**src/sv/pdlt_pkg.sv**
```systemverilog
// shared types, constants and helpers for the ps2 device link transmitter
package pdlt_pkg;

  // queue sizes
  localparam int BYTE_QUEUE_DEPTH   = 9;
  localparam int PACKET_QUEUE_DEPTH = 16;
  localparam int MAX_PACKET_BYTES   = 8;
  localparam int CMD_QUEUE_DEPTH    = 2;

  // derived widths
  localparam int BQ_PTR_W = (BYTE_QUEUE_DEPTH > 1) ? $clog2(BYTE_QUEUE_DEPTH) : 1;
  localparam int BQ_CNT_W = $clog2(BYTE_QUEUE_DEPTH + 1);
  localparam int BQ_SUM_W = BQ_CNT_W + 1;
  localparam int PQ_PTR_W = (PACKET_QUEUE_DEPTH > 1) ? $clog2(PACKET_QUEUE_DEPTH) : 1;
  localparam int PQ_CNT_W = $clog2(PACKET_QUEUE_DEPTH + 1);
  localparam int PQ_SUM_W = PQ_CNT_W + 1;
  localparam int LEN_W    = $clog2(MAX_PACKET_BYTES + 1);
  localparam int LANE_W   = (MAX_PACKET_BYTES > 1) ? $clog2(MAX_PACKET_BYTES) : 1;
  localparam int CQ_PTR_W = (CMD_QUEUE_DEPTH > 1) ? $clog2(CMD_QUEUE_DEPTH) : 1;
  localparam int CQ_CNT_W = $clog2(CMD_QUEUE_DEPTH + 1);

  // protocol constants
  localparam logic [7:0]  RESEND_BYTE = 8'hFE;
  localparam logic [10:0] FRAME_MASK  = 11'h7FF;
  localparam logic        STOP_BIT    = 1'b1;
  localparam logic        START_BIT   = 1'b0;

  typedef enum logic {
    OP_ENQUEUE = 1'b0,
    OP_POLL    = 1'b1
  } op_t;

  typedef enum logic {
    KIND_TX_FRAME = 1'b0,
    KIND_RX_BYTE  = 1'b1
  } kind_t;

  typedef enum logic [1:0] {
    RX_NONE,
    RX_BAD_PARITY,
    RX_RESEND,
    RX_DATA
  } rx_class_t;

  // one classified command between front and back
  typedef struct packed {
    op_t        op;
    logic [7:0] send_byte;
    logic       line_busy;
    logic       frame_aborted;
    logic       tx_idle;
    rx_class_t  rx_class;
    logic [7:0] rx_data;
  } cmd_t;

  typedef enum logic [2:0] {
    ST_IDLE,
    ST_GATHER,
    ST_PUSH,
    ST_TRACK,
    ST_RECV
  } back_state_t;

  typedef logic [MAX_PACKET_BYTES-1:0][7:0] packet_t;

  // odd parity over one byte
  function automatic logic odd_parity(input logic [7:0] b);
    return ~(^b);
  endfunction

  // inverted 11-bit line frame of one byte
  function automatic logic [10:0] make_frame(input logic [7:0] b);
    return {STOP_BIT, odd_parity(b), b, START_BIT} ^ FRAME_MASK;
  endfunction

endpackage

```
**src/sv/ps2_device_link_transmitter_top.sv**
```systemverilog
// top level of the ps2 device link transmitter
//
// channel   | handshake              | payload
// ----------+------------------------+---------------------------------------------
// command   | start in, busy out     | operation, send_byte, line_busy,
//           |                        | frame_aborted, tx_idle, rx_valid, rx_frame
// result    | result_strobe out      | kind, tx_word, rx_byte, previous_rx_byte,
//           |                        | end_of_run
//
// an enqueue occupies the back end for its dispatch step alone; a poll takes a dispatch
// step, a byte-per-cycle gather of up to 8 queued bytes into a packet, a push step when
// bytes were gathered, a track step and a receive step when a host frame came. every
// transaction first passes through a two-entry command queue that lets the front
// accept while the back works; busy is high only while that queue is full. rst is
// synchronous and clears all control state. results are strobed for one cycle each,
// up to two per poll, each in the cycle after the track or receive step that makes it.
module ps2_device_link_transmitter_top (
  input  logic        clk,
  input  logic        rst,
  input  logic        start,
  output logic        busy,
  input  logic        operation,
  input  logic [7:0]  send_byte,
  input  logic        line_busy,
  input  logic        frame_aborted,
  input  logic        tx_idle,
  input  logic        rx_valid,
  input  logic [8:0]  rx_frame,
  output logic        result_strobe,
  output logic        kind,
  output logic [10:0] tx_word,
  output logic [7:0]  rx_byte,
  output logic [7:0]  previous_rx_byte,
  output logic        end_of_run
);

  logic           push;
  logic           pop;
  logic           queue_full;
  logic           queue_not_empty;
  pdlt_pkg::cmd_t push_cmd;
  pdlt_pkg::cmd_t head_cmd;

  // command intake
  pdlt_front u_front (
    .start         (start),
    .operation     (operation),
    .send_byte     (send_byte),
    .line_busy     (line_busy),
    .frame_aborted (frame_aborted),
    .tx_idle       (tx_idle),
    .rx_valid      (rx_valid),
    .rx_frame      (rx_frame),
    .queue_full    (queue_full),
    .busy          (busy),
    .push          (push),
    .push_cmd      (push_cmd)
  );

  // decoupling queue
  pdlt_cmd_queue u_cmd_queue (
    .clk       (clk),
    .rst       (rst),
    .push      (push),
    .push_cmd  (push_cmd),
    .pop       (pop),
    .not_empty (queue_not_empty),
    .full      (queue_full),
    .head_cmd  (head_cmd)
  );

  // execution
  pdlt_back u_back (
    .clk              (clk),
    .rst              (rst),
    .cmd_valid        (queue_not_empty),
    .cmd              (head_cmd),
    .pop              (pop),
    .result_strobe    (result_strobe),
    .kind             (kind),
    .tx_word          (tx_word),
    .rx_byte          (rx_byte),
    .previous_rx_byte (previous_rx_byte),
    .end_of_run       (end_of_run)
  );

endmodule

```
**src/sv/pdlt_front.sv**
```systemverilog
// front end: accepts commands and classifies any received host frame
module pdlt_front (
  input  logic                  start,
  input  logic                  operation,
  input  logic [7:0]            send_byte,
  input  logic                  line_busy,
  input  logic                  frame_aborted,
  input  logic                  tx_idle,
  input  logic                  rx_valid,
  input  logic [8:0]            rx_frame,
  input  logic                  queue_full,
  output logic                  busy,
  output logic                  push,
  output pdlt_pkg::cmd_t        push_cmd
);

  pdlt_pkg::rx_class_t rx_class;

  // host frame classification
  always_comb begin
    if (!rx_valid) begin
      rx_class = pdlt_pkg::RX_NONE;
    end else if (rx_frame[8] != pdlt_pkg::odd_parity(rx_frame[7:0])) begin
      rx_class = pdlt_pkg::RX_BAD_PARITY;
    end else if (rx_frame[7:0] == pdlt_pkg::RESEND_BYTE) begin
      rx_class = pdlt_pkg::RX_RESEND;
    end else begin
      rx_class = pdlt_pkg::RX_DATA;
    end
  end

  // command build and handshake
  assign busy = queue_full;
  assign push = start && !queue_full;

  always_comb begin
    push_cmd.op            = pdlt_pkg::op_t'(operation);
    push_cmd.send_byte     = send_byte;
    push_cmd.line_busy     = line_busy;
    push_cmd.frame_aborted = frame_aborted;
    push_cmd.tx_idle       = tx_idle;
    push_cmd.rx_class      = rx_class;
    push_cmd.rx_data       = rx_frame[7:0];
  end

endmodule

```
**src/sv/pdlt_cmd_queue.sv**
```systemverilog
// short command queue between front and back
module pdlt_cmd_queue (
  input  logic           clk,
  input  logic           rst,
  input  logic           push,
  input  pdlt_pkg::cmd_t push_cmd,
  input  logic           pop,
  output logic           not_empty,
  output logic           full,
  output pdlt_pkg::cmd_t head_cmd
);

  pdlt_pkg::cmd_t                    entries [pdlt_pkg::CMD_QUEUE_DEPTH];
  logic [pdlt_pkg::CQ_PTR_W-1:0]     wr_ptr;
  logic [pdlt_pkg::CQ_PTR_W-1:0]     rd_ptr;
  logic [pdlt_pkg::CQ_CNT_W-1:0]     count;

  function automatic logic [pdlt_pkg::CQ_PTR_W-1:0] ptr_inc(
    input logic [pdlt_pkg::CQ_PTR_W-1:0] p
  );
    if (p == pdlt_pkg::CQ_PTR_W'(pdlt_pkg::CMD_QUEUE_DEPTH - 1)) begin
      return '0;
    end
    return p + pdlt_pkg::CQ_PTR_W'(1);
  endfunction

  assign not_empty = (count != '0);
  assign full      = (count == pdlt_pkg::CQ_CNT_W'(pdlt_pkg::CMD_QUEUE_DEPTH));
  assign head_cmd  = entries[rd_ptr];

  // entry storage
  always_ff @(posedge clk) begin
    if (push) begin
      entries[wr_ptr] <= push_cmd;
    end
  end

  // pointers and fill count
  always_ff @(posedge clk) begin
    if (rst) begin
      wr_ptr <= '0;
      rd_ptr <= '0;
      count  <= '0;
    end else begin
      if (push) begin
        wr_ptr <= ptr_inc(wr_ptr);
      end
      if (pop) begin
        rd_ptr <= ptr_inc(rd_ptr);
      end
      if (push && !pop) begin
        count <= count + pdlt_pkg::CQ_CNT_W'(1);
      end else if (pop && !push) begin
        count <= count - pdlt_pkg::CQ_CNT_W'(1);
      end
    end
  end

endmodule

```
**src/sv/pdlt_back.sv**
```systemverilog
// back end: byte queue, packet queue, framing and host frame handling
module pdlt_back (
  input  logic           clk,
  input  logic           rst,
  input  logic           cmd_valid,
  input  pdlt_pkg::cmd_t cmd,
  output logic           pop,
  output logic           result_strobe,
  output logic           kind,
  output logic [10:0]    tx_word,
  output logic [7:0]     rx_byte,
  output logic [7:0]     previous_rx_byte,
  output logic           end_of_run
);

  localparam int BQD = pdlt_pkg::BYTE_QUEUE_DEPTH;
  localparam int PQD = pdlt_pkg::PACKET_QUEUE_DEPTH;
  localparam int BPW = pdlt_pkg::BQ_PTR_W;
  localparam int BCW = pdlt_pkg::BQ_CNT_W;
  localparam int BSW = pdlt_pkg::BQ_SUM_W;
  localparam int PPW = pdlt_pkg::PQ_PTR_W;
  localparam int PCW = pdlt_pkg::PQ_CNT_W;
  localparam int PSW = pdlt_pkg::PQ_SUM_W;
  localparam int LW  = pdlt_pkg::LEN_W;
  localparam int NW  = pdlt_pkg::LANE_W;

  // storage
  logic [7:0]          byte_mem [BQD];
  pdlt_pkg::packet_t   pkt_mem  [PQD];
  logic [LW-1:0]       len_mem  [PQD];

  // control and working registers
  pdlt_pkg::back_state_t state, state_next;
  pdlt_pkg::cmd_t      item, item_next;
  logic [BPW-1:0]      bhead, bhead_next;
  logic [BCW-1:0]      bcount, bcount_next;
  logic [PPW-1:0]      phead, phead_next;
  logic [PCW-1:0]      pcount, pcount_next;
  logic [LW-1:0]       sidx, sidx_next;
  logic [1:0]          busy_flags, busy_flags_next;
  logic [7:0]          last_sent, last_sent_next;
  logic [7:0]          last_rx, last_rx_next;
  logic [LW-1:0]       take, take_next;
  logic [NW-1:0]       lane, lane_next;
  pdlt_pkg::packet_t   acc, acc_next;

  // output registers
  logic                strobe_next;
  logic                kind_next;
  logic [10:0]         tx_word_next;
  logic [7:0]          rx_byte_next;
  logic [7:0]          prev_next;
  logic                eor_next;

  // write ports
  logic                bq_we;
  logic [BPW-1:0]      bq_waddr;
  logic                pq_we;
  logic [PPW-1:0]      pq_waddr;

  // registered read data
  logic [7:0]          bq_rdata;
  pdlt_pkg::packet_t   head_pkt;
  logic [LW-1:0]       head_len;

  // helpers
  logic [BSW-1:0]      btail_sum;
  logic [BPW-1:0]      btail;
  logic [PSW-1:0]      ptail_sum;
  logic [PPW-1:0]      ptail;
  logic [1:0]          busy_upd;
  logic [LW-1:0]       sidx_upd;
  logic [7:0]          head_byte;

  function automatic logic [BPW-1:0] binc(input logic [BPW-1:0] p);
    if (p == BPW'(BQD - 1)) begin
      return '0;
    end
    return p + BPW'(1);
  endfunction

  function automatic logic [PPW-1:0] pinc(input logic [PPW-1:0] p);
    if (p == PPW'(PQD - 1)) begin
      return '0;
    end
    return p + PPW'(1);
  endfunction

  // tail positions of the two circular queues
  always_comb begin
    btail_sum = BSW'(bhead) + BSW'(bcount);
    if (btail_sum >= BSW'(BQD)) begin
      btail_sum = btail_sum - BSW'(BQD);
    end
    btail = btail_sum[BPW-1:0];
    ptail_sum = PSW'(phead) + PSW'(pcount);
    if (ptail_sum >= PSW'(PQD)) begin
      ptail_sum = ptail_sum - PSW'(PQD);
    end
    ptail = ptail_sum[PPW-1:0];
  end

  // tracking updates and the byte of the head packet to send
  always_comb begin
    busy_upd  = item.line_busy ? 2'b01 : {busy_flags[1], 1'b0};
    sidx_upd  = (item.frame_aborted && sidx != '0) ? sidx - LW'(1) : sidx;
    head_byte = head_pkt[sidx_upd[NW-1:0]];
  end

  // sequencer: next state, datapath and results
  always_comb begin
    state_next      = state;
    item_next       = item;
    bhead_next      = bhead;
    bcount_next     = bcount;
    phead_next      = phead;
    pcount_next     = pcount;
    sidx_next       = sidx;
    busy_flags_next = busy_flags;
    last_sent_next  = last_sent;
    last_rx_next    = last_rx;
    take_next       = take;
    lane_next       = lane;
    acc_next        = acc;
    strobe_next     = 1'b0;
    kind_next       = kind;
    tx_word_next    = tx_word;
    rx_byte_next    = rx_byte;
    prev_next       = previous_rx_byte;
    eor_next        = end_of_run;
    bq_we           = 1'b0;
    bq_waddr        = btail;
    pq_we           = 1'b0;
    pq_waddr        = ptail;
    pop             = 1'b0;

    unique case (state)
      pdlt_pkg::ST_IDLE: begin
        if (cmd_valid) begin
          pop       = 1'b1;
          item_next = cmd;
          if (cmd.op == pdlt_pkg::OP_ENQUEUE) begin
            // append byte, drop when full
            if (bcount < BCW'(BQD)) begin
              bq_we       = 1'b1;
              bcount_next = bcount + BCW'(1);
            end
          end else if (bcount != '0) begin
            take_next  = (bcount > BCW'(pdlt_pkg::MAX_PACKET_BYTES)) ?
                         LW'(pdlt_pkg::MAX_PACKET_BYTES) : LW'(bcount);
            lane_next  = '0;
            acc_next   = '0;
            state_next = pdlt_pkg::ST_GATHER;
          end else begin
            state_next = pdlt_pkg::ST_TRACK;
          end
        end
      end

      pdlt_pkg::ST_GATHER: begin
        // one byte per cycle from the byte queue head
        acc_next[lane] = bq_rdata;
        bhead_next     = binc(bhead);
        bcount_next    = bcount - BCW'(1);
        lane_next      = lane + NW'(1);
        if (LW'(lane) == take - LW'(1)) begin
          state_next = pdlt_pkg::ST_PUSH;
        end
      end

      pdlt_pkg::ST_PUSH: begin
        // packet lost when the packet queue is full
        if (pcount < PCW'(PQD)) begin
          pq_we       = 1'b1;
          pcount_next = pcount + PCW'(1);
        end
        state_next = pdlt_pkg::ST_TRACK;
      end

      pdlt_pkg::ST_TRACK: begin
        busy_flags_next = busy_upd;
        sidx_next       = sidx_upd;
        if (pcount != '0 && item.tx_idle && busy_upd == 2'b00) begin
          if (sidx_upd >= head_len) begin
            // retire head packet
            sidx_next   = '0;
            phead_next  = pinc(phead);
            pcount_next = pcount - PCW'(1);
          end else begin
            // send next byte of head packet
            last_sent_next  = head_byte;
            sidx_next       = sidx_upd + LW'(1);
            busy_flags_next = busy_upd | 2'b10;
            strobe_next     = 1'b1;
            kind_next       = pdlt_pkg::KIND_TX_FRAME;
            tx_word_next    = pdlt_pkg::make_frame(head_byte);
            rx_byte_next    = '0;
            prev_next       = '0;
            eor_next        = (item.rx_class == pdlt_pkg::RX_NONE);
          end
        end
        state_next = (item.rx_class == pdlt_pkg::RX_NONE) ?
                     pdlt_pkg::ST_IDLE : pdlt_pkg::ST_RECV;
      end

      pdlt_pkg::ST_RECV: begin
        eor_next   = 1'b1;
        state_next = pdlt_pkg::ST_IDLE;
        unique case (item.rx_class)
          pdlt_pkg::RX_BAD_PARITY: begin
            strobe_next  = 1'b1;
            kind_next    = pdlt_pkg::KIND_TX_FRAME;
            tx_word_next = pdlt_pkg::make_frame(pdlt_pkg::RESEND_BYTE);
            rx_byte_next = '0;
            prev_next    = '0;
          end
          pdlt_pkg::RX_RESEND: begin
            strobe_next  = 1'b1;
            kind_next    = pdlt_pkg::KIND_TX_FRAME;
            tx_word_next = pdlt_pkg::make_frame(last_sent);
            rx_byte_next = '0;
            prev_next    = '0;
          end
          pdlt_pkg::RX_DATA: begin
            // flush both queues and deliver
            bcount_next  = '0;
            pcount_next  = '0;
            strobe_next  = 1'b1;
            kind_next    = pdlt_pkg::KIND_RX_BYTE;
            tx_word_next = '0;
            rx_byte_next = item.rx_data;
            prev_next    = last_rx;
            last_rx_next = item.rx_data;
          end
          default: begin
            strobe_next = 1'b0;
          end
        endcase
      end

      default: begin
        state_next = pdlt_pkg::ST_IDLE;
      end
    endcase
  end

  // byte queue storage, head byte registered from the next head pointer
  always_ff @(posedge clk) begin
    if (bq_we) begin
      byte_mem[bq_waddr] <= item_next.send_byte;
    end
    bq_rdata <= byte_mem[bhead_next];
  end

  // packet queue storage
  always_ff @(posedge clk) begin
    if (pq_we) begin
      pkt_mem[pq_waddr] <= acc;
      len_mem[pq_waddr] <= take;
    end
  end

  // head packet read, a packet pushed into an empty queue is forwarded
  always_ff @(posedge clk) begin
    if (pq_we && pq_waddr == phead_next) begin
      head_pkt <= acc;
      head_len <= take;
    end else begin
      head_pkt <= pkt_mem[phead_next];
      head_len <= len_mem[phead_next];
    end
  end

  // state register
  always_ff @(posedge clk) begin
    if (rst) begin
      state <= pdlt_pkg::ST_IDLE;
    end else begin
      state <= state_next;
    end
  end

  // control registers
  always_ff @(posedge clk) begin
    if (rst) begin
      bhead         <= '0;
      bcount        <= '0;
      phead         <= '0;
      pcount        <= '0;
      sidx          <= '0;
      busy_flags    <= '0;
      last_sent     <= '0;
      last_rx       <= '0;
      result_strobe <= 1'b0;
    end else begin
      bhead         <= bhead_next;
      bcount        <= bcount_next;
      phead         <= phead_next;
      pcount        <= pcount_next;
      sidx          <= sidx_next;
      busy_flags    <= busy_flags_next;
      last_sent     <= last_sent_next;
      last_rx       <= last_rx_next;
      result_strobe <= strobe_next;
    end
  end

  // payload registers
  always_ff @(posedge clk) begin
    item             <= item_next;
    take             <= take_next;
    lane             <= lane_next;
    acc              <= acc_next;
    kind             <= kind_next;
    tx_word          <= tx_word_next;
    rx_byte          <= rx_byte_next;
    previous_rx_byte <= prev_next;
    end_of_run       <= eor_next;
  end

endmodule
```
**config.mk**
```make
export PLATFORM = sky130hd
export DESIGN_NAME = ps2_device_link_transmitter_top
export DESIGN_NICKNAME = d
export VERILOG_FILES = /design/src/sv/pdlt_pkg.sv /design/src/sv/ps2_device_link_transmitter_top.sv /design/src/sv/pdlt_front.sv /design/src/sv/pdlt_cmd_queue.sv /design/src/sv/pdlt_back.sv
export SDC_FILE = /design/constraint.sdc
export NUM_CORES = 1
export LEC_CHECK = 0
export BUFFER_PORTS_ARGS = -buffer_cell sky130_fd_sc_hd__clkbuf_2
export CAP_MARGIN = 20
export CELL_PAD_IN_SITES_DETAIL_PLACEMENT = 1
export CELL_PAD_IN_SITES_GLOBAL_PLACEMENT = 1
export CORE_UTILIZATION = 56
export CTS_CLUSTER_SIZE = 20
export DETAILED_ROUTE_END_ITERATION = 6
export PLACE_DENSITY_LB_ADDON = 0.1
export RECOVER_POWER = 50
export SLEW_MARGIN = 20
export SYNTH_ARGS = -nofsm -noshare
export SYNTH_HDL_FRONTEND = slang
export SYNTH_SLANG_ARGS = --single-unit
export TNS_END_PERCENT = 30
```
**constraint.sdc**
```tcl
create_clock -name clk -period 16.2 [get_ports clk]
set_clock_uncertainty 0.2 [all_clocks]
set_input_delay 0.81 -clock clk [delete_from_list [all_inputs] [get_ports clk]]
set_output_delay 0.81 -clock clk [all_outputs]
set_load 0.05 [all_outputs]
```
==> results.md <==
- Post-CTS setup repair buffer count: 0
- Detailed router's first-iteration violation count: 2997
- Post_cts resized: 0
- Die Span Y: between 300 and 400 µm
- Rel. slew slack: -158%
- GRT overflow: 0
- Sequential area share after synthesis: 75.2%
- Synth Instances: between 2000 and 3000
- Number of synthesized flops with an enable pin: roughly 1300
- Worst slew pin tran: 3.87 ns
- Die Area: ~98000 µm²
- CTS tree: done
- Syn Area/Cell: 20.0 µm²
- Setup TNS: 0 ns
- Area grow syn2layout: 11.6%
- Vias in the first global route: 29482
- Leakage power: roughly 19 nW
- Cell area after synthesis: around 54000 µm²
- Placed insts: 3967
- Gpl congestion: 0.766
- Htree depth: 4
- Port-buffer cells: 54
- Fin Hold WS: 0.0563 ns
- Die width: 314 µm
- First-pass GRT wire length: around 200000 µm
- DR DRC count: 0
- Non-filler cells, final: between 4000 and 5000
- Clock Root Buffer: clkbuf_16
- Top-Level Pins: 56
- Failing checks: capacitance limit, slew limit
- Final wirelength: 138000 µm
- Max Slew Vio Count: 135
- CTS Hold Bufs: 0
- Crit-path max FO: 53
- Fin crit share: 45.5%
- Post-synth top flop: edfxtp_1
- Status: finished with violations
- First-pass DRT Iterations: 5
- DPL Wire Length: 76700 µm
- Via density: 6.45
- Commonest cells after routing, fill and taps aside: 1316 x edfxtp_1, 311 x mux4_2, 153 x nor2_1, 149 x clkbuf_16, 136 x mux2i_1
- Clock latency on the worst-skew pair: 0.75 ns
- Worst setup EP type: register
- Most common cell after layout, fill and taps aside: edfxtp_1
- Count of cell types in the netlist: 69
- Initial antenna violation count: 1
- RSZ-0062 raised after global routing: false
- Tightest Hold Check Type: input port to register
- # rows: 113
- CTS sink cnt: 1383
- WL/cell: 32.6 µm
- Final Hold Fails: 0
- Max-Cap Viols: 6
- Routed Antenna Nets: 0
- Critical Path RT: 16.58 ns
- Max IR drop VDD: 0.148 mV
- WP data arrival: 7.75 ns
- Async SR Flop Fraction: 0%
- Period minus WS final: 7.38 ns
- Upper clock frequency limit: 136 MHz
- DR vias: approximately 27000
- Share of cells above drive strength 1: 21.3%
- Total core area: between 90000 and 100000 µm²
- Pin count of the biggest net entering global routing: 113
- Number of synthesis warnings: 0
- Tot GR Track Use: 28.7%
- Bufs on Longest Clock Path: 3
- Initial Utilization: ~57%
- CTS buffer count: 141
- Endpoints failing setup: 0
- Reg clk slew, reported paths: 0.06 ns
- CP Class: register to register
- Critical path launch point type: register
- Synth Net Count: 2787
- Nets: 2909
- #FFs+latches synth: 1383
- PwrDens: around 160 nW/µm²
## path summary, 6_finish.rpt
kind | start | end | slack, ns | cells past startpoint
setup / recovery | u_back.state[2] | u_back.bcount[3] | 8.82 | 10
hold / removal | send_byte[2] | u_cmd_queue.entries[1][15] | 0.06 | 1
setup reg to reg | u_back.state[2] | u_back.bcount[3] | 8.82 | 10
hold reg to reg | u_back.byte_mem[8][1] | u_back.bq_rdata[1] | 0.24 | 2
## metal layers
layer	vias up	track usage [%]	routed length (µm)
met3	239	6.04	10100
met2	1130	48.2	70200
met4	0	10.4	4450
li1	11295	-	-
met5	-	0	0
met1	14609	37.3	53000
## through the flow
| stage | power (mW) | area (µm²) | utilization (%) | setup WS, ns |
|---|---|---|---|---|
| 2_1_floorplan | 5.83 | 54400 | - | 3.96 |
| 3_5_place_dp | 6.48 | 56300 | 58.9 | 10.11 |
| 4_1_cts | 9.59 | 60800 | 63.6 | 10.01 |
| 5_1_grt | 9.83 | 60700 | 63.5 | 8.58 |
| 3_3_place_gp | 6.34 | 56300 | 58.9 | 10.23 |
| 6_report | 9.55 | 60700 | 63.5 | 8.82 |
## state kept, by name, summed over array words and instances, names as in the netlist, 10 cells and up, named ones only
signal and cells:
u_back.pkt_mem 1024, u_back.byte_mem 72, u_back.acc 64, u_back.len_mem 64, u_cmd_queue.entries 44, u_back.item 21, u_back.tx_word 10
## logic make-up (layout without fill, tap and decap cells)
kind of cell	Yosys count	count (layout)	share of synthesized area, %
flip-flops	1383	1383	75.2
multiplexers	469	469	15.8
AND/OR/NAND/NOR	404	404	3.40
AO/OA/AOI/OAI	199	199	2.38
buffers and inverters	184	421	1.46
XOR/XNOR	46	46	0.801
adder cells (fa/ha/maj)	38	38	0.930
other	1	2	0.00690
## critical path, stage by stage, from the launching register on
cell and delay, ns:
dfxtp_1 0.52, or3_1 1.22, clkbuf_1 2.78, inv_1 0.83, ha_1 0.58, a21o_1 0.18
a21oi_1 0.24, xnor2_1 0.12, a21o_1 0.31, a22oi_1 0.17, nor2_1 0.06
## final cells by class
type / instances / area, µm²
sequential: 1383 / 40900
fill: 7982 / 34900
multi-input combinational: 1157 / 12900
clock buffer: 189 / 3930
tap: 1265 / 1580
timing repair buffer: 127 / 769
clock inverter: 69 / 503
inverter: 36 / 135
antenna: 1 / 2.50
## where the power goes
part | leakage (nW) | switching, mW | internal (mW)
clock network | 2.16 | 1.33 | 1.80
logic | 4.61 | 0.797 | 0.425
registers | 12.4 | 0.515 | 4.69
total | 19.2 | 2.64 | 6.91
## cells in the mapped netlist (all sizes together) (23+ instances only)
library cell  count  area (µm²)
o21ai            31         155
a211oi           23         173
mux4            311        7000
ha               34         425
inv              36         135
mux2i           136        1360
dfxtp            67        1340
nor2b            23         144
nor2            169         634
edfxtp         1316       39500
clkbuf           65         244
nand2           102         383
a22oi            27         203
a21oi            65         329
buf              83         415
xnor2            32         299
Power figures use the tool's default switching activity.
